[src/sv/slm_pkg.sv]
package slm_pkg;

  // Width of a slot number on the ports and in the stores
  localparam int unsigned SLOT_W = 4;
  localparam int unsigned SLOT_COUNT_DEF = 8;

  typedef enum logic [2:0] {
    OP_ACQ_WR  = 3'd0,
    OP_PUBLISH = 3'd1,
    OP_CANCEL  = 3'd2,
    OP_ACQ_RD  = 3'd3,
    OP_RELEASE = 3'd4
  } slm_op_e;

  typedef enum logic [1:0] {
    ST_OK       = 2'd0,
    ST_EMPTY    = 2'd1,
    ST_OVERFLOW = 2'd2,
    ST_IGNORED  = 2'd3
  } slm_status_e;

  // Push/pop request into a slot store
  typedef struct packed {
    logic              push;
    logic              pop;
    logic [SLOT_W-1:0] wdata;
  } slm_cmd_t;

  // Store state seen by the control path
  typedef struct packed {
    logic              empty;
    logic              full;
    logic [SLOT_W-1:0] rdata;
  } slm_stat_t;

endpackage

[src/sv/latest_wins_buffer_slot_manager_core.sv]
// Latest-wins slot manager: hands frame buffer slot numbers between one producer
// and one consumer. Each input word is one operation (acquire write, publish,
// cancel, acquire read, release) and yields exactly one result word. A new word
// is taken every cycle while in_stall_o is low; it waits in the input register,
// then passes through the decode and the stack/FIFO/mailbox update into the
// result register, where the consumer takes it. A stalled result only holds the
// input register, so throughput stays at one word per cycle whenever the
// consumer takes results. After reset the free FIFO holds every slot in order
// and the block is usable at once; no clearing pass is needed.
module latest_wins_buffer_slot_manager_core #(
  parameter int unsigned SLOT_COUNT = slm_pkg::SLOT_COUNT_DEF
) (
  input  logic                       clk_i,
  input  logic                       rst_ni,
  // operation word in
  input  logic                       in_valid_i,
  output logic                       in_stall_o,
  input  logic [2:0]                 opcode_i,
  input  logic [slm_pkg::SLOT_W-1:0] slot_index_i,
  // result word out
  output logic                       out_valid_o,
  input  logic                       out_stall_i,
  output logic [1:0]                 status_o,
  output logic [slm_pkg::SLOT_W-1:0] granted_index_o,
  output logic                       frame_dropped_o,
  output logic [slm_pkg::SLOT_W-1:0] dropped_index_o
);

  // ---------------- input register ----------------
  logic                       in_valid_q;
  logic [2:0]                 op_q;
  logic [slm_pkg::SLOT_W-1:0] idx_q;
  logic                       advance, fire, in_load;

  // result register free or being drained this cycle
  assign advance    = !out_valid_o || !out_stall_i;
  assign fire       = in_valid_q && advance;
  assign in_stall_o = in_valid_q && !advance;
  assign in_load    = in_valid_i && !in_stall_o;

  always_ff @(posedge clk_i or negedge rst_ni) begin
    if (!rst_ni) begin
      in_valid_q <= 1'b0;
    end else if (in_load) begin
      in_valid_q <= 1'b1;
    end else if (fire) begin
      in_valid_q <= 1'b0;
    end
  end

  always_ff @(posedge clk_i) begin
    if (in_load) begin
      op_q  <= opcode_i;
      idx_q <= slot_index_i;
    end
  end

  // ---------------- slot stores ----------------
  slm_pkg::slm_cmd_t  stash_cmd, fifo_cmd;
  slm_pkg::slm_stat_t stash_stat, fifo_stat;

  slm_stash #(
    .SLOT_COUNT(SLOT_COUNT)
  ) u_stash (
    .clk_i (clk_i),
    .rst_ni(rst_ni),
    .cmd_i (stash_cmd),
    .stat_o(stash_stat)
  );

  slm_free_fifo #(
    .SLOT_COUNT(SLOT_COUNT)
  ) u_free_fifo (
    .clk_i (clk_i),
    .rst_ni(rst_ni),
    .cmd_i (fifo_cmd),
    .stat_o(fifo_stat)
  );

  // ---------------- mailbox and decode ----------------
  logic                       ready_valid_q, ready_valid_d;
  logic [slm_pkg::SLOT_W-1:0] ready_slot_q, ready_slot_d;
  logic                       in_range;

  slm_pkg::slm_status_e       status_d, status_q;
  logic [slm_pkg::SLOT_W-1:0] granted_d, granted_q;
  logic                       dropped_d, dropped_q;
  logic [slm_pkg::SLOT_W-1:0] dropped_idx_d, dropped_idx_q;

  assign in_range = ({1'b0, idx_q} < (slm_pkg::SLOT_W + 1)'(SLOT_COUNT));

  always_comb begin
    stash_cmd     = '0;
    fifo_cmd      = '0;
    ready_valid_d = ready_valid_q;
    ready_slot_d  = ready_slot_q;
    status_d      = slm_pkg::ST_OK;
    granted_d     = '0;
    dropped_d     = 1'b0;
    dropped_idx_d = '0;

    case (slm_pkg::slm_op_e'(op_q))
      slm_pkg::OP_ACQ_WR: begin
        // reclaimed slots first, they are still warm
        if (!stash_stat.empty) begin
          stash_cmd.pop = fire;
          granted_d     = stash_stat.rdata;
        end else if (!fifo_stat.empty) begin
          fifo_cmd.pop = fire;
          granted_d    = fifo_stat.rdata;
        end else begin
          status_d = slm_pkg::ST_EMPTY;
        end
      end
      slm_pkg::OP_PUBLISH: begin
        if (!in_range) begin
          status_d = slm_pkg::ST_IGNORED;
        end else begin
          if (ready_valid_q) begin
            // unread frame displaced: reclaim it, or lose it if the stack is full
            dropped_d       = 1'b1;
            dropped_idx_d   = ready_slot_q;
            stash_cmd.push  = fire;
            stash_cmd.wdata = ready_slot_q;
            if (stash_stat.full) begin
              status_d = slm_pkg::ST_OVERFLOW;
            end
          end
          ready_valid_d = 1'b1;
          ready_slot_d  = idx_q;
        end
      end
      slm_pkg::OP_CANCEL: begin
        if (!in_range) begin
          status_d = slm_pkg::ST_IGNORED;
        end else if (stash_stat.full) begin
          status_d = slm_pkg::ST_OVERFLOW;
        end else begin
          stash_cmd.push  = fire;
          stash_cmd.wdata = idx_q;
        end
      end
      slm_pkg::OP_ACQ_RD: begin
        if (ready_valid_q) begin
          granted_d     = ready_slot_q;
          ready_valid_d = 1'b0;
        end else begin
          status_d = slm_pkg::ST_EMPTY;
        end
      end
      slm_pkg::OP_RELEASE: begin
        if (!in_range) begin
          status_d = slm_pkg::ST_IGNORED;
        end else if (fifo_stat.full) begin
          status_d = slm_pkg::ST_OVERFLOW;
        end else begin
          fifo_cmd.push  = fire;
          fifo_cmd.wdata = idx_q;
        end
      end
      default: begin
        // unused opcodes: no-op, all-zero result
      end
    endcase
  end

  always_ff @(posedge clk_i or negedge rst_ni) begin
    if (!rst_ni) begin
      ready_valid_q <= 1'b0;
      ready_slot_q  <= '0;
    end else if (fire) begin
      ready_valid_q <= ready_valid_d;
      ready_slot_q  <= ready_slot_d;
    end
  end

  // ---------------- result register ----------------
  always_ff @(posedge clk_i or negedge rst_ni) begin
    if (!rst_ni) begin
      out_valid_o <= 1'b0;
    end else if (advance) begin
      out_valid_o <= in_valid_q;
    end
  end

  always_ff @(posedge clk_i) begin
    if (fire) begin
      status_q      <= status_d;
      granted_q     <= granted_d;
      dropped_q     <= dropped_d;
      dropped_idx_q <= dropped_idx_d;
    end
  end

  assign status_o        = status_q;
  assign granted_index_o = granted_q;
  assign frame_dropped_o = dropped_q;
  assign dropped_index_o = dropped_idx_q;

  // ---------------- assertions ----------------
  // a held result must back-pressure a pending word
  a_stall_backpressure: assert property (@(posedge clk_i) disable iff (!rst_ni)
    in_valid_q && out_valid_o && out_stall_i |-> in_stall_o)
    else $error("pending word not stalled behind held result");

  // a processed word always lands in the result register
  a_fire_result: assert property (@(posedge clk_i) disable iff (!rst_ni)
    fire |=> out_valid_o)
    else $error("processed word produced no result");

  // a successful read empties the mailbox
  a_read_empties: assert property (@(posedge clk_i) disable iff (!rst_ni)
    fire && (op_q == slm_pkg::OP_ACQ_RD) && ready_valid_q |=> !ready_valid_q)
    else $error("mailbox still full after acquire read");

  // a slot is only granted with ok status
  a_grant_ok: assert property (@(posedge clk_i) disable iff (!rst_ni)
    out_valid_o && (status_o != slm_pkg::ST_OK) |-> (granted_index_o == '0))
    else $error("slot granted with non-ok status");

  // a drop is only reported by an accepted publish
  a_drop_status: assert property (@(posedge clk_i) disable iff (!rst_ni)
    out_valid_o && frame_dropped_o |->
      (status_o == slm_pkg::ST_OK) || (status_o == slm_pkg::ST_OVERFLOW))
    else $error("drop reported with wrong status");

endmodule

[src/sv/slm_stash.sv]
// Producer stack of reclaimed slots (LIFO).
module slm_stash #(
  parameter int unsigned SLOT_COUNT = slm_pkg::SLOT_COUNT_DEF
) (
  input  logic             clk_i,
  input  logic             rst_ni,
  input  slm_pkg::slm_cmd_t  cmd_i,
  output slm_pkg::slm_stat_t stat_o
);

  localparam int unsigned IdxW = (SLOT_COUNT > 1) ? $clog2(SLOT_COUNT) : 1;
  localparam int unsigned CntW = $clog2(SLOT_COUNT + 1);

  logic [slm_pkg::SLOT_W-1:0] entries_q [SLOT_COUNT];
  logic [CntW-1:0]            count_q, count_d;
  logic [CntW-1:0]            top_cnt;
  logic [IdxW-1:0]            top_idx;
  logic [IdxW-1:0]            wr_idx;

  assign top_cnt = count_q - CntW'(1);
  assign top_idx = top_cnt[IdxW-1:0];
  assign wr_idx  = count_q[IdxW-1:0];

  assign stat_o.empty = (count_q == '0);
  assign stat_o.full  = (count_q == CntW'(SLOT_COUNT));
  assign stat_o.rdata = entries_q[top_idx];

  always_comb begin
    count_d = count_q;
    if (cmd_i.push && !stat_o.full) begin
      count_d = count_q + CntW'(1);
    end else if (cmd_i.pop && !stat_o.empty) begin
      count_d = top_cnt;
    end
  end

  always_ff @(posedge clk_i or negedge rst_ni) begin
    if (!rst_ni) begin
      count_q <= '0;
    end else begin
      count_q <= count_d;
    end
  end

  // entries below the count are always written before they are read
  always_ff @(posedge clk_i) begin
    if (cmd_i.push && !stat_o.full) begin
      entries_q[wr_idx] <= cmd_i.wdata;
    end
  end

endmodule

[src/sv/slm_free_fifo.sv]
// Free slot FIFO, full with slots 0..SLOT_COUNT-1 after reset.
module slm_free_fifo #(
  parameter int unsigned SLOT_COUNT = slm_pkg::SLOT_COUNT_DEF
) (
  input  logic             clk_i,
  input  logic             rst_ni,
  input  slm_pkg::slm_cmd_t  cmd_i,
  output slm_pkg::slm_stat_t stat_o
);

  localparam int unsigned IdxW = (SLOT_COUNT > 1) ? $clog2(SLOT_COUNT) : 1;
  localparam int unsigned CntW = $clog2(SLOT_COUNT + 1);

  logic [slm_pkg::SLOT_W-1:0] entries_q [SLOT_COUNT];
  logic [IdxW-1:0]            head_q, tail_q;
  logic [CntW-1:0]            count_q;
  logic                       do_push, do_pop;

  function automatic logic [IdxW-1:0] ptr_next(input logic [IdxW-1:0] p);
    logic [IdxW-1:0] r;
    if (p == IdxW'(SLOT_COUNT - 1)) begin
      r = '0;
    end else begin
      r = p + IdxW'(1);
    end
    return r;
  endfunction

  assign stat_o.empty = (count_q == '0);
  assign stat_o.full  = (count_q == CntW'(SLOT_COUNT));
  assign stat_o.rdata = entries_q[head_q];

  assign do_push = cmd_i.push && !stat_o.full;
  assign do_pop  = cmd_i.pop && !stat_o.empty;

  always_ff @(posedge clk_i or negedge rst_ni) begin
    if (!rst_ni) begin
      head_q  <= '0;
      tail_q  <= '0;
      count_q <= CntW'(SLOT_COUNT);
      for (int i = 0; i < SLOT_COUNT; i++) begin
        entries_q[i] <= slm_pkg::SLOT_W'(i);
      end
    end else begin
      if (do_push) begin
        entries_q[tail_q] <= cmd_i.wdata;
        tail_q            <= ptr_next(tail_q);
        count_q           <= count_q + CntW'(1);
      end else if (do_pop) begin
        head_q  <= ptr_next(head_q);
        count_q <= count_q - CntW'(1);
      end
    end
  end

endmodule

[config.mk]
export PLATFORM = sky130hd
export DESIGN_NAME = latest_wins_buffer_slot_manager_core
export DESIGN_NICKNAME = d
export VERILOG_FILES = /design/src/sv/slm_pkg.sv /design/src/sv/latest_wins_buffer_slot_manager_core.sv /design/src/sv/slm_stash.sv /design/src/sv/slm_free_fifo.sv
export SDC_FILE = /design/constraint.sdc
export NUM_CORES = 1
export LEC_CHECK = 0
export ABC_CLOCK_PERIOD_IN_PS = 6300
export BUFFER_PORTS_ARGS = -buffer_cell sky130_fd_sc_hd__buf_2
export CAP_MARGIN = 20
export CORE_AREA = 2 2 111 113
export DETAILED_ROUTE_END_ITERATION = 8
export DIE_AREA = 0 0 113 115
export PLACE_DENSITY_LB_ADDON = 0.2
export SETUP_SLACK_MARGIN = 0.2
export SYNTH_ARGS = -nofsm -noshare
export SYNTH_HDL_FRONTEND = slang
export SYNTH_HIERARCHICAL = 1
export SYNTH_SLANG_ARGS = --single-unit
[constraint.sdc]
create_clock -name clk_i -period 6.3 [get_ports clk_i]
set_clock_uncertainty 0.15 [all_clocks]
set_input_delay 0.315 -clock clk_i [delete_from_list [all_inputs] [get_ports clk_i]]
set_output_delay 0.315 -clock clk_i [all_outputs]
set_load 0.05 [all_outputs]
==> results.json, run 1 <==
{
  "clock-sinks": 103,
  "rsz0062_at_grt": "false",
  "synth-compound-area-share_pct": 6.10,
  "timing.fmax_ghz": 0.273,
  "post-route-util_pct": 48.9,
  "dp.cells": 511,
  "cts_max_level": 3,
  "maxCapViolations": 0,
  "vias": 2970,
  "final-instance-count-excl-fill": 535,
  "final_nets": 403,
  "end_kind": "flip-flop",
  "hpwl_mm": 7.06,
  "die_h_um": 115,
  "syn_area_mm2": 0.00511,
  "drv_slew": 0,
  "grt_pass1_vias": 3146,
  "clkSlewWorstSetupHoldPaths_ns": 0.07,
  "static-leakage-power_nw": 2.54,
  "yosysTopAreaCell": "edfxtp_1",
  "critPathMaxFanout": 14,
  "synth_top_family_by_area": "multiplexers",
  "diodes": 0,
  "synth_edf_count": 50,
  "yosys_warnings": 6,
  "netlist_instances": 346,
  "synthAdderAreaFrac_pct": 2.35,
  "area_growth_pct": 13.1,
  "worstSkewPairLatency_ns": 0.35,
  "synth.distinct_cells": 67,
  "synth_flop_cell": "edfxtp_1",
  "first_pass_iters": 4,
  "synth_xor_area_share_pct": 0.685,
  "fin_setup_tns_ns": 0,
  "synth_top_area_share_pct": 29.4,
  "status": "finished, final reports clean",
  "coreArea_mm2": 0.0118,
  "muxShareOfSynthArea_pct": 19.7,
  "cp_data_required_time_ns": 6.41,
  "crit_type": "reg -> reg",
  "grt_pass1_wl_mm": 16.4,
  "postCtsHoldBufs": 8,
  "antenna_found_initial": 0,
  "ant_nets": 0,
  "synth.top_cells.by_area": "edfxtp_1 29%, dfrtp_1 20%, dfstp_2 6.7%, mux2_1 6.2%, mux2_2 4.8%",
  "synth-seq-cells": 103,
  "grt_usage_pct": 16.6,
  "postSynthAreaPerCell_um2": 14.8,
  "cp-start-kind": "flip-flop",
  "drc_errors": 0,
  "yosysSeqAreaShare_pct": 55.6,
  "die_x_um": 113,
  "post_cts_buffers": 0,
  "layout-drive-gt1-share_pct": 27.8,
  "power_mw": 1.76,
  "drt_iter0_markers": 131,
  "cts_buffers": 9,
  "rows": 40,
  "grt_overflow_total": 0,
  "period_needed_ns": 3.66,
  "hp-class": "in -> reg",
  "cts_tree": "done",
  "setup_viol": 0,
  "wl_mm": 9.87,
  "synthArstFlopShare_pct": 51.5,
  "p_per_area_mw_per_mm2": 305,
  "grt_start_max_net_pins": 54,
  "die_area_mm2": 0.0130,
  "slew-limit-headroom_pct": 36.7,
  "cts-root-buf": "clkbuf_16",
  "clk_path_buf_depth": 2,
  "start_util_pct": 43.3,
  "fin_crit_sh_pct": 58.1,
  "pin_count": 24,
  "portBuffers": 23,
  "worst_pin_slew_ns": 0.950,
  "hold_viol_final": 0,
  "critPathArrivalTime_ns": 3.77,
  "fill_cells": 1060,
  "final_common_cell": "edfxtp_1",
  "max-vdd-ir-drop_mv": 0.211,
  "layout_common_cells": "50 x edfxtp_1, 40 x dfrtp_1, 28 x mux2_1",
  "gp_congestion": 0.888,
  "viasPerCell": 5.55,
  "wire_per_inst_um": 18.4,
  "cts_resized": 0,
  "yosys.area_share.simple_pct": 12.6
}
## per-stage QoR
stage,hold WS [ns],cell area (µm²),setup slack (ns)
after floorplan,-0.131,5140,3.05
after global placement,0.314,5370,2.78
after detailed placement,0.312,5370,2.67
after CTS,0.00471,5780,2.65
after global routing,0.00358,5780,2.40
final,0.0126,5780,2.64
## critical path, stage by stage (launching register included)
cell and delay (ns):
dfstp_2 0.58, or4b_4 0.64, inv_1 0.15, nor2_1 0.07, and3_1 0.21, and2_1 0.46, nand2_4 0.24, ha_1 0.28
and3_1 0.24, or3_1 0.36, o2111ai_1 0.19
## registers in the layout (all words and copies together) (netlist names)
name / cells
granted_index_o: 4
out_valid_o: 1
u_stash/count_q: 4
ready_slot_q: 4
in_valid_q: 1
dropped_index_o: 4
u_free_fifo/entries_q: 32
idx_q: 4
frame_dropped_o: 1
u_free_fifo/head_q: 3
u_free_fifo/count_q: 4
status_o: 2
u_free_fifo/tail_q: 3
u_stash/entries_q: 32
op_q: 3
ready_valid_q: 1
## cells by family (layout without fill, tap and decap cells)
family	count (synthesis)	after routing
buffers and inverters	30	65
adders and majority gates	9	9
other	1	8
AOI/OAI and AO/OA	43	43
DFF	103	103
and+or+nand+nor	86	86
xor gates and xnor gates	4	4
muxes	70	70
## synthesized netlist by cell type, drive strengths merged, types with 2 or more instances
library cell,number
a21o,2
nor3b,3
edfxtp,50
and3,3
mux4,16
a21oi,13
o32ai,5
ha,8
o21ai,2
clkbuf,3
a21bo,2
xor2,3
a221oi,2
nor2,19
o2111ai,2
nor2b,9
dfrtp,40
inv,15
or3,2
nand2,9
nor4b,2
dfstp,13
nand4b,4
nand4,4
nor3,8
o31ai,4
buf,11
nand3,6
mux2,53
a22o,3
and2,7
nand2b,2
## power by group
group	switching [mW]	internal, mW	leakage (nW)
sequential	0.0597	0.743	1.14
clock	0.250	0.353	0.158
combinational	0.187	0.168	1.24
## worst paths after layout
path                                         from  cells past startpoint                        to  slack, ns
min in group asynchronous                  rst_ni                      3  u_free_fifo/entries_q[7]       0.47
min reg2reg                            in_valid_q                      1               out_valid_o       0.33
max reg2reg                u_free_fifo/count_q[3]                     10    u_free_fifo/count_q[3]       2.64
max                        u_free_fifo/count_q[3]                     10    u_free_fifo/count_q[3]       2.64
max in group asynchronous                  rst_ni                      3        u_stash/count_q[0]       5.06
min                                    in_valid_i                      2                in_valid_q       0.01
## layer usage
metal,share of wire (%),GRT usage [%]
met4,1.6,5.20
met3,3.1,3.80
met5,0,0
met2,51,28.6
met1,44,20.9
## final cells by class
cell class              count  area [µm²]  area share [%]
clock buffers               9         225            3.90
clock inverters             7         105            1.82
flip-flops and latches    103        2840            49.2
inverters                  16        61.3            1.06
well taps                 147         184            3.18
multi-input cells         220        2150            37.2
repair buffers             33         210            3.64
(Power assumes the default switching activity.)
==> run 2, diff against run 1 <==
Settings changed: ABC_AREA set to 1, ABC_CLOCK_PERIOD_IN_PS 6300 to 3580, CORE_AREA 2 2 111 113 to 2 2 110 112, DIE_AREA 0 0 113 115 to 0 0 112 114.
Clock period 6.3 ns to 3.58 ns, I/O delays scaled along.
==> run 2 against run 1 <==
  * Count of clock-buffer cells in the layout rose by 1
  * Die area fell by 1.7%
  * Clock power rose by 74%
  * First-iteration DRC count rose to 3.2 times the previous value
  * Cell area fell by 1.9%
  * Hold slack improved by 0.035 ns
  * Via count rose by 22%
  * Critical endpoint is now u_stash/entries_q[1][0]
  * Highest routed layer unchanged
==> results.json, run 2 <==
{
  "die_h_um": 114,
  "die_area_mm2": 0.0128,
  "crit_chain": "inv_2 -> ha_1 -> nand3_4 -> inv_1 -> inv_1 -> nand4_1 -> nand2_1 -> nand2_8 -> nor3_1",
  "post_cts_buffers": 0,
  "crit_type": "reg -> reg",
  "hpwl_mm": 7.35,
  "cts-root-buf": "clkbuf_16",
  "drv_slew": 0,
  "grt_pass1_vias": 3568,
  "critPathMaxStageDelay_ns": 0.75,
  "cp_data_required_time_ns": 3.41,
  "reg_top3": "u_free_fifo/entries_q: 32 flops, u_stash/entries_q: 32 flops",
  "hp-class": "in -> reg",
  "syn_area_mm2": 0.00503,
  "clk_path_buf_depth": 2,
  "yosys_warnings": 6,
  "wl_mm": 10.5,
  "timing.fmax_ghz": 0.339,
  "synth_commonest_cells": "120 x nand2_1, 80 x nor2_1, 55 x o21ai_0",
  "cts_tree": "done",
  "cp-start-kind": "flip-flop",
  "drc_errors": 0,
  "fin_crit_sh_pct": 82.4,
  "area_growth_pct": 12.6,
  "cp_slowest_cell": "dfrtp_1",
  "slew-limit-headroom_pct": 53.9,
  "yosysSeqAreaShare_pct": 56.5,
  "synthesis.nets": 564,
  "final_nets": 597,
  "ant_nets": 0,
  "cts_resized": 0,
  "cts_max_level": 3,
  "grt_usage_pct": 17.5,
  "synthArstFlopShare_pct": 51.5,
  "whs_ns": 0.0477,
  "design_area_mm2": 0.00567,
  "clkSlewWorstSetupHoldPaths_ns": 0.07,
  "synth_flop_cell": "edfxtp_1",
  "die_x_um": 112,
  "synth_top_area_share_pct": 29.8,
  "layout_common_cells": "120 x nand2_1, 80 x nor2_1, 55 x o21ai_0",
  "yosysTopAreaCell": "edfxtp_1",
  "worstSkewPairLatency_ns": 0.35,
  "grt_overflow_total": 0,
  "netlist_instances": 544,
  "wire_per_inst_um": 14.3,
  "cts_buffers": 9,
  "layout-drive-gt1-share_pct": 14.8,
  "place_area_mm2": 0.00526,
  "coreArea_mm2": 0.0117,
  "synth-seq-cells": 103,
  "period_needed_ns": 2.95,
  "vias": 3634,
  "maxCapViolations": 0,
  "gp_congestion": 0.821,
  "start_util_pct": 43.0,
  "end_kind": "flip-flop",
  "p_per_area_mw_per_mm2": 701,
  "drt_iter0_markers": 417,
  "yosysMostFrequentCell": "nand2_1",
  "static-leakage-power_nw": 2.53,
  "critPathArrivalTime_ns": 2.78,
  "max-vdd-ir-drop_mv": 0.435,
  "critPathMaxFanout": 20,
  "hold_viol_final": 0,
  "final_common_cell": "nand2_1",
  "worst_pin_slew_ns": 0.686,
  "first_pass_iters": 6,
  "portBuffers": 23,
  "diodes": 0,
  "antenna_found_initial": 0,
  "worst_slack_ns": 0.629,
  "synth.top_cells.by_area": "edfxtp_1 30%, dfrtp_1 20%, nand2_1 9.0%, dfstp_2 6.8%, nor2_1 6.0%",
  "pre_cts_ws_ns": 0.706,
  "synth.distinct_cells": 35,
  "rsz0062_at_grt": "false",
  "pin_count": 24,
  "setup_viol": 0,
  "clock-sinks": 103,
  "path_common_cell": "inv_1",
  "grt_pass1_wl_mm": 17.6,
  "rows": 40,
  "viasPerCell": 4.98,
  "synth_edf_count": 50,
  "postCtsHoldBufs": 9,
  "postSynthAreaPerCell_um2": 9.25,
  "status": "finished, final reports clean",
  "fin_setup_tns_ns": 0,
  "grt_start_max_net_pins": 30
}
## run 2: cell types whose count changed in the layout (fill, tap and decap cells not counted), sizes merged, moves of 5 or more
cell / before / now
and2: 7 / 0
mux2: 53 / 0
nand2: 9 / 133
o32ai: 5 / 0
a21oi: 13 / 6
mux4: 16 / 0
nor2: 19 / 85
nor2b: 9 / 0
nand3: 6 / 25
o21ai: 2 / 97
conb: 8 / 1
inv: 16 / 55
## run 2: critical path: cells and delay by family, from the launching register on
family / cells / cell delay (ns)
simple gates: 5 / 1.11
flops: 1 / 0.75
fa+ha+maj: 1 / 0.31
buf+inv: 3 / 0.26
## run 2: area by class of cell
type,instances,area [µm²]
tap,147,184
clock inverter,6,85.1
multi-input combinational,372,1870
inverter,54,208
sequential,103,2840
timing repair buffer,37,243
clock buffer,10,229
fill,1124,6040
## run 2: through the flow
stage	utilization [%]	std cells	total power, mW
detailed placement	44.9	704	2.94
global route	48.4	729	4.26
floorplan	-	544	2.65
CTS	48.4	729	4.00
finish	48.4	729	3.97
global placement	44.9	704	2.91
## run 2: worst paths after layout
path / start / endpoint / slack (ns) / depth (start not counted)
setup / recovery: u_stash/count_q[0] / u_stash/entries_q[1][0] / 0.63 / 9
hold / removal: out_stall_i / out_valid_o / 0.05 / 3
setup reg to reg: u_stash/count_q[0] / u_stash/entries_q[1][0] / 0.63 / 9
hold reg to reg: u_free_fifo/count_q[3] / u_free_fifo/count_q[3] / 0.32 / 2
max in group asynchronous: rst_ni / u_free_fifo/entries_q[21] / 2.18 / 3
min in group asynchronous: rst_ni / u_free_fifo/entries_q[30] / 0.25 / 2
## run 2: kinds of logic after synthesis
logic type,Yosys count,share of synthesized area [%]
buffers and inverters,69,6.22
AO/OA/AOI/OAI,103,10.4
AND/OR/NAND/NOR,253,23.1
flip-flops,103,56.5
XOR/XNOR,6,1.34
adder cells (fa/ha/maj),9,2.39
other,1,0.0745
## run 2: report_power, final
part	switching, mW	internal [mW]	leakage (nW)
registers	0.181	1.39	1.13
logic	0.895	0.458	1.25
clock network	0.434	0.612	0.151
## run 2: layer usage
layer	GRT usage (%)	part of all wire [%]	wire length [µm]	up-vias
li1	-	-	-	1842
met5	0	0	0	-
met4	4.88	0.77	80	0
met1	24.0	48	4970	1708
met2	28.3	48	5040	78
met3	3.83	3.5	368	6
==> run 3, diff against run 2 <==
Settings changed: ABC_AREA 1 to 0, ABC_CLOCK_PERIOD_IN_PS 3580 to 2990, CORE_AREA 2 2 110 112 to 2 2 111 113, DIE_AREA 0 0 112 114 to 0 0 113 115.
Clock period 3.58 ns to 2.99 ns, I/O delays scaled along.
==> run 3 against run 2 <==
  * The flow now finishes with violations (design-rule violations)
  * Critical path depth stayed put
  * Maximum frequency up 9.4%
  * Clock power up 13%
  * Cell count fell by 24%
  * Combinational power is 32% lower
  * Die area up 1.8%
  * Critical path type unchanged
  * Wire length is 5.0% lower
  * First-iteration DRC count is 65% lower
  * Cell area increased by 6.5%
==> results.json, run 3 (synthesis gave the netlist of run 1 again) <==
{
  "status": "complete, but fails checks",
  "drt_iter0_markers": 146,
  "grt_usage_pct": 16.4,
  "final_nets": 423,
  "cts_buffers": 9,
  "dr_wl_met3_um": 364,
  "start_util_pct": 43.3,
  "first_pass_iters": 6,
  "viasPerCell": 5.50,
  "cts-root-buf": "clkbuf_16",
  "pin_count": 24,
  "grt_start_max_net_pins": 31,
  "critPathMaxStageDelay_ns": 0.53,
  "fin_setup_tns_ns": 0,
  "rows": 40,
  "static-leakage-power_nw": 2.63,
  "critPathMaxFanout": 13,
  "vias": 3050,
  "layout_common_cells": "50 x edfxtp_1, 39 x dfrtp_1, 28 x mux2_1",
  "antenna_found_initial": 0,
  "power_mw": 3.74,
  "clock-sinks": 103,
  "cp_slowest_cell": "dfstp_2",
  "timing.fmax_ghz": 0.371,
  "wire_per_inst_um": 17.9,
  "diodes": 0,
  "cp_data_required_time_ns": 3.08,
  "max-vdd-ir-drop_mv": 0.263,
  "grt_pass1_wl_mm": 16.2,
  "cts_max_level": 3,
  "r2r_setup_slack_ns": 0.29,
  "grt_overflow_total": 0,
  "hold_viol_final": 0,
  "violations": "design-rule violations",
  "rsz0062_at_grt": "false",
  "coreArea_mm2": 0.0118,
  "cts_tree": "done",
  "gp_congestion": 0.777,
  "crit_chain": "or4b_4 -> inv_2 -> nor2_1 -> and3_4 -> and2_4 -> buf_4 -> o31ai_1 -> and3_4 -> mux2_2",
  "wl_met1_mm": 4.77,
  "die_h_um": 115,
  "grt_pass1_vias": 3023,
  "hp-class": "in -> async",
  "drv_slew": 0,
  "hpwl_mm": 7.05,
  "setup_viol": 0,
  "critPathArrivalTime_ns": 2.78,
  "p_per_area_mw_per_mm2": 619,
  "final-instance-count-excl-fill": 555,
  "dp.cells": 525,
  "crit_type": "reg -> reg",
  "slew-limit-headroom_pct": 54.7,
  "wl_mm": 9.93,
  "cp-start-kind": "flip-flop",
  "end_kind": "flip-flop",
  "reg_top3": "u_free_fifo/entries_q: 32 flops, u_stash/entries_q: 32 flops",
  "portBuffers": 23,
  "path_common_cell": "and3_4",
  "die_x_um": 113,
  "ant_nets": 0,
  "layout-drive-gt1-share_pct": 35.5,
  "die_area_mm2": 0.0130,
  "post-route-util_pct": 51.1,
  "drc_errors": 2,
  "clkSlewWorstSetupHoldPaths_ns": 0.07,
  "clk_path_buf_depth": 2,
  "worstSkewPairLatency_ns": 0.35,
  "area_growth_pct": 18.1,
  "worst_pin_slew_ns": 0.679,
  "dr_wl_met2_mm": 4.59,
  "fin_crit_sh_pct": 90.2,
  "maxCapViolations": 0,
  "highest_layer": "met4",
  "period_needed_ns": 2.70,
  "final_common_cell": "edfxtp_1"
}
## run 3: cell count changes in the layout (fill, tap and decap cells not counted), moves of 18 or more
cell	previous run	this run
inv_1	48	11
nor2_1	80	17
mux2_1	0	28
o21ai_1	40	0
nand2_1	120	8
nand3_1	22	4
mux2_2	0	22
o21ai_0	55	2
## run 3: final cells by class
cell class	instances	area (µm²)
clock inverters	6	68.8
inverters	16	61.3
flip-flops and latches	103	2850
multi-input cells	220	2280
well taps	147	184
clock buffers	10	229
repair buffers	53	368
fillers	1008	5780
## run 3: worst paths after layout
path | start | endpoint | depth (start not counted)
min in group clk_i | in_valid_q | out_valid_o | 1
setup reg to reg | u_free_fifo/count_q[3] | u_free_fifo/head_q[0] | 9
hold reg to reg | in_valid_q | out_valid_o | 1
setup / recovery | u_free_fifo/count_q[3] | u_free_fifo/head_q[0] | 9
hold / removal | rst_ni | u_free_fifo/entries_q[30] | 2
max in group asynchronous | rst_ni | u_free_fifo/entries_q[8] | 3
## run 3: layer usage
layer	up-vias	global-route usage [%]
met1	1548	23.3
met5	-	0
met4	0	7.07
met2	56	24.5
li1	1434	-
met3	12	3.37
## run 3: timing repair
item	4_1_cts	5_1_grt
pin swaps	0	2
endpoints found under the hold margin	27	0
gates resized for setup	1	15
endpoints found under the setup margin	4	35
hold buffers	11	0
setup buffers	1	2
## run 3: power breakdown
group / internal [mW] / leakage, nW / switching, mW / total [mW]
Clock: 0.655 / 0.143 / 0.530 / 1.19
Combinational: 0.428 / 1.35 / 0.490 / 0.918
Sequential: 1.57 / 1.14 / 0.0680 / 1.63
Total: 2.65 / 2.63 / 1.09 / 3.74
## run 3: critical path: cells and delay by family (launching register included)
kind            cells  cell delay, ns
simple gates        5            1.14
buf+inv             2            0.29
compound gates      1            0.15
flops               1            0.53
mux                 1            0.33
## run 3: per-stage QoR
stage	cell area [µm²]	worst slack, ns	hold slack (ns)
floorplan	5230	0.00434	-0.296
global placement	5540	0.252	0.0691
detailed placement	5540	0.183	0.0740
CTS	5960	0.223	0.247
global route	6030	0.208	0.285
finish	6030	0.292	0.229
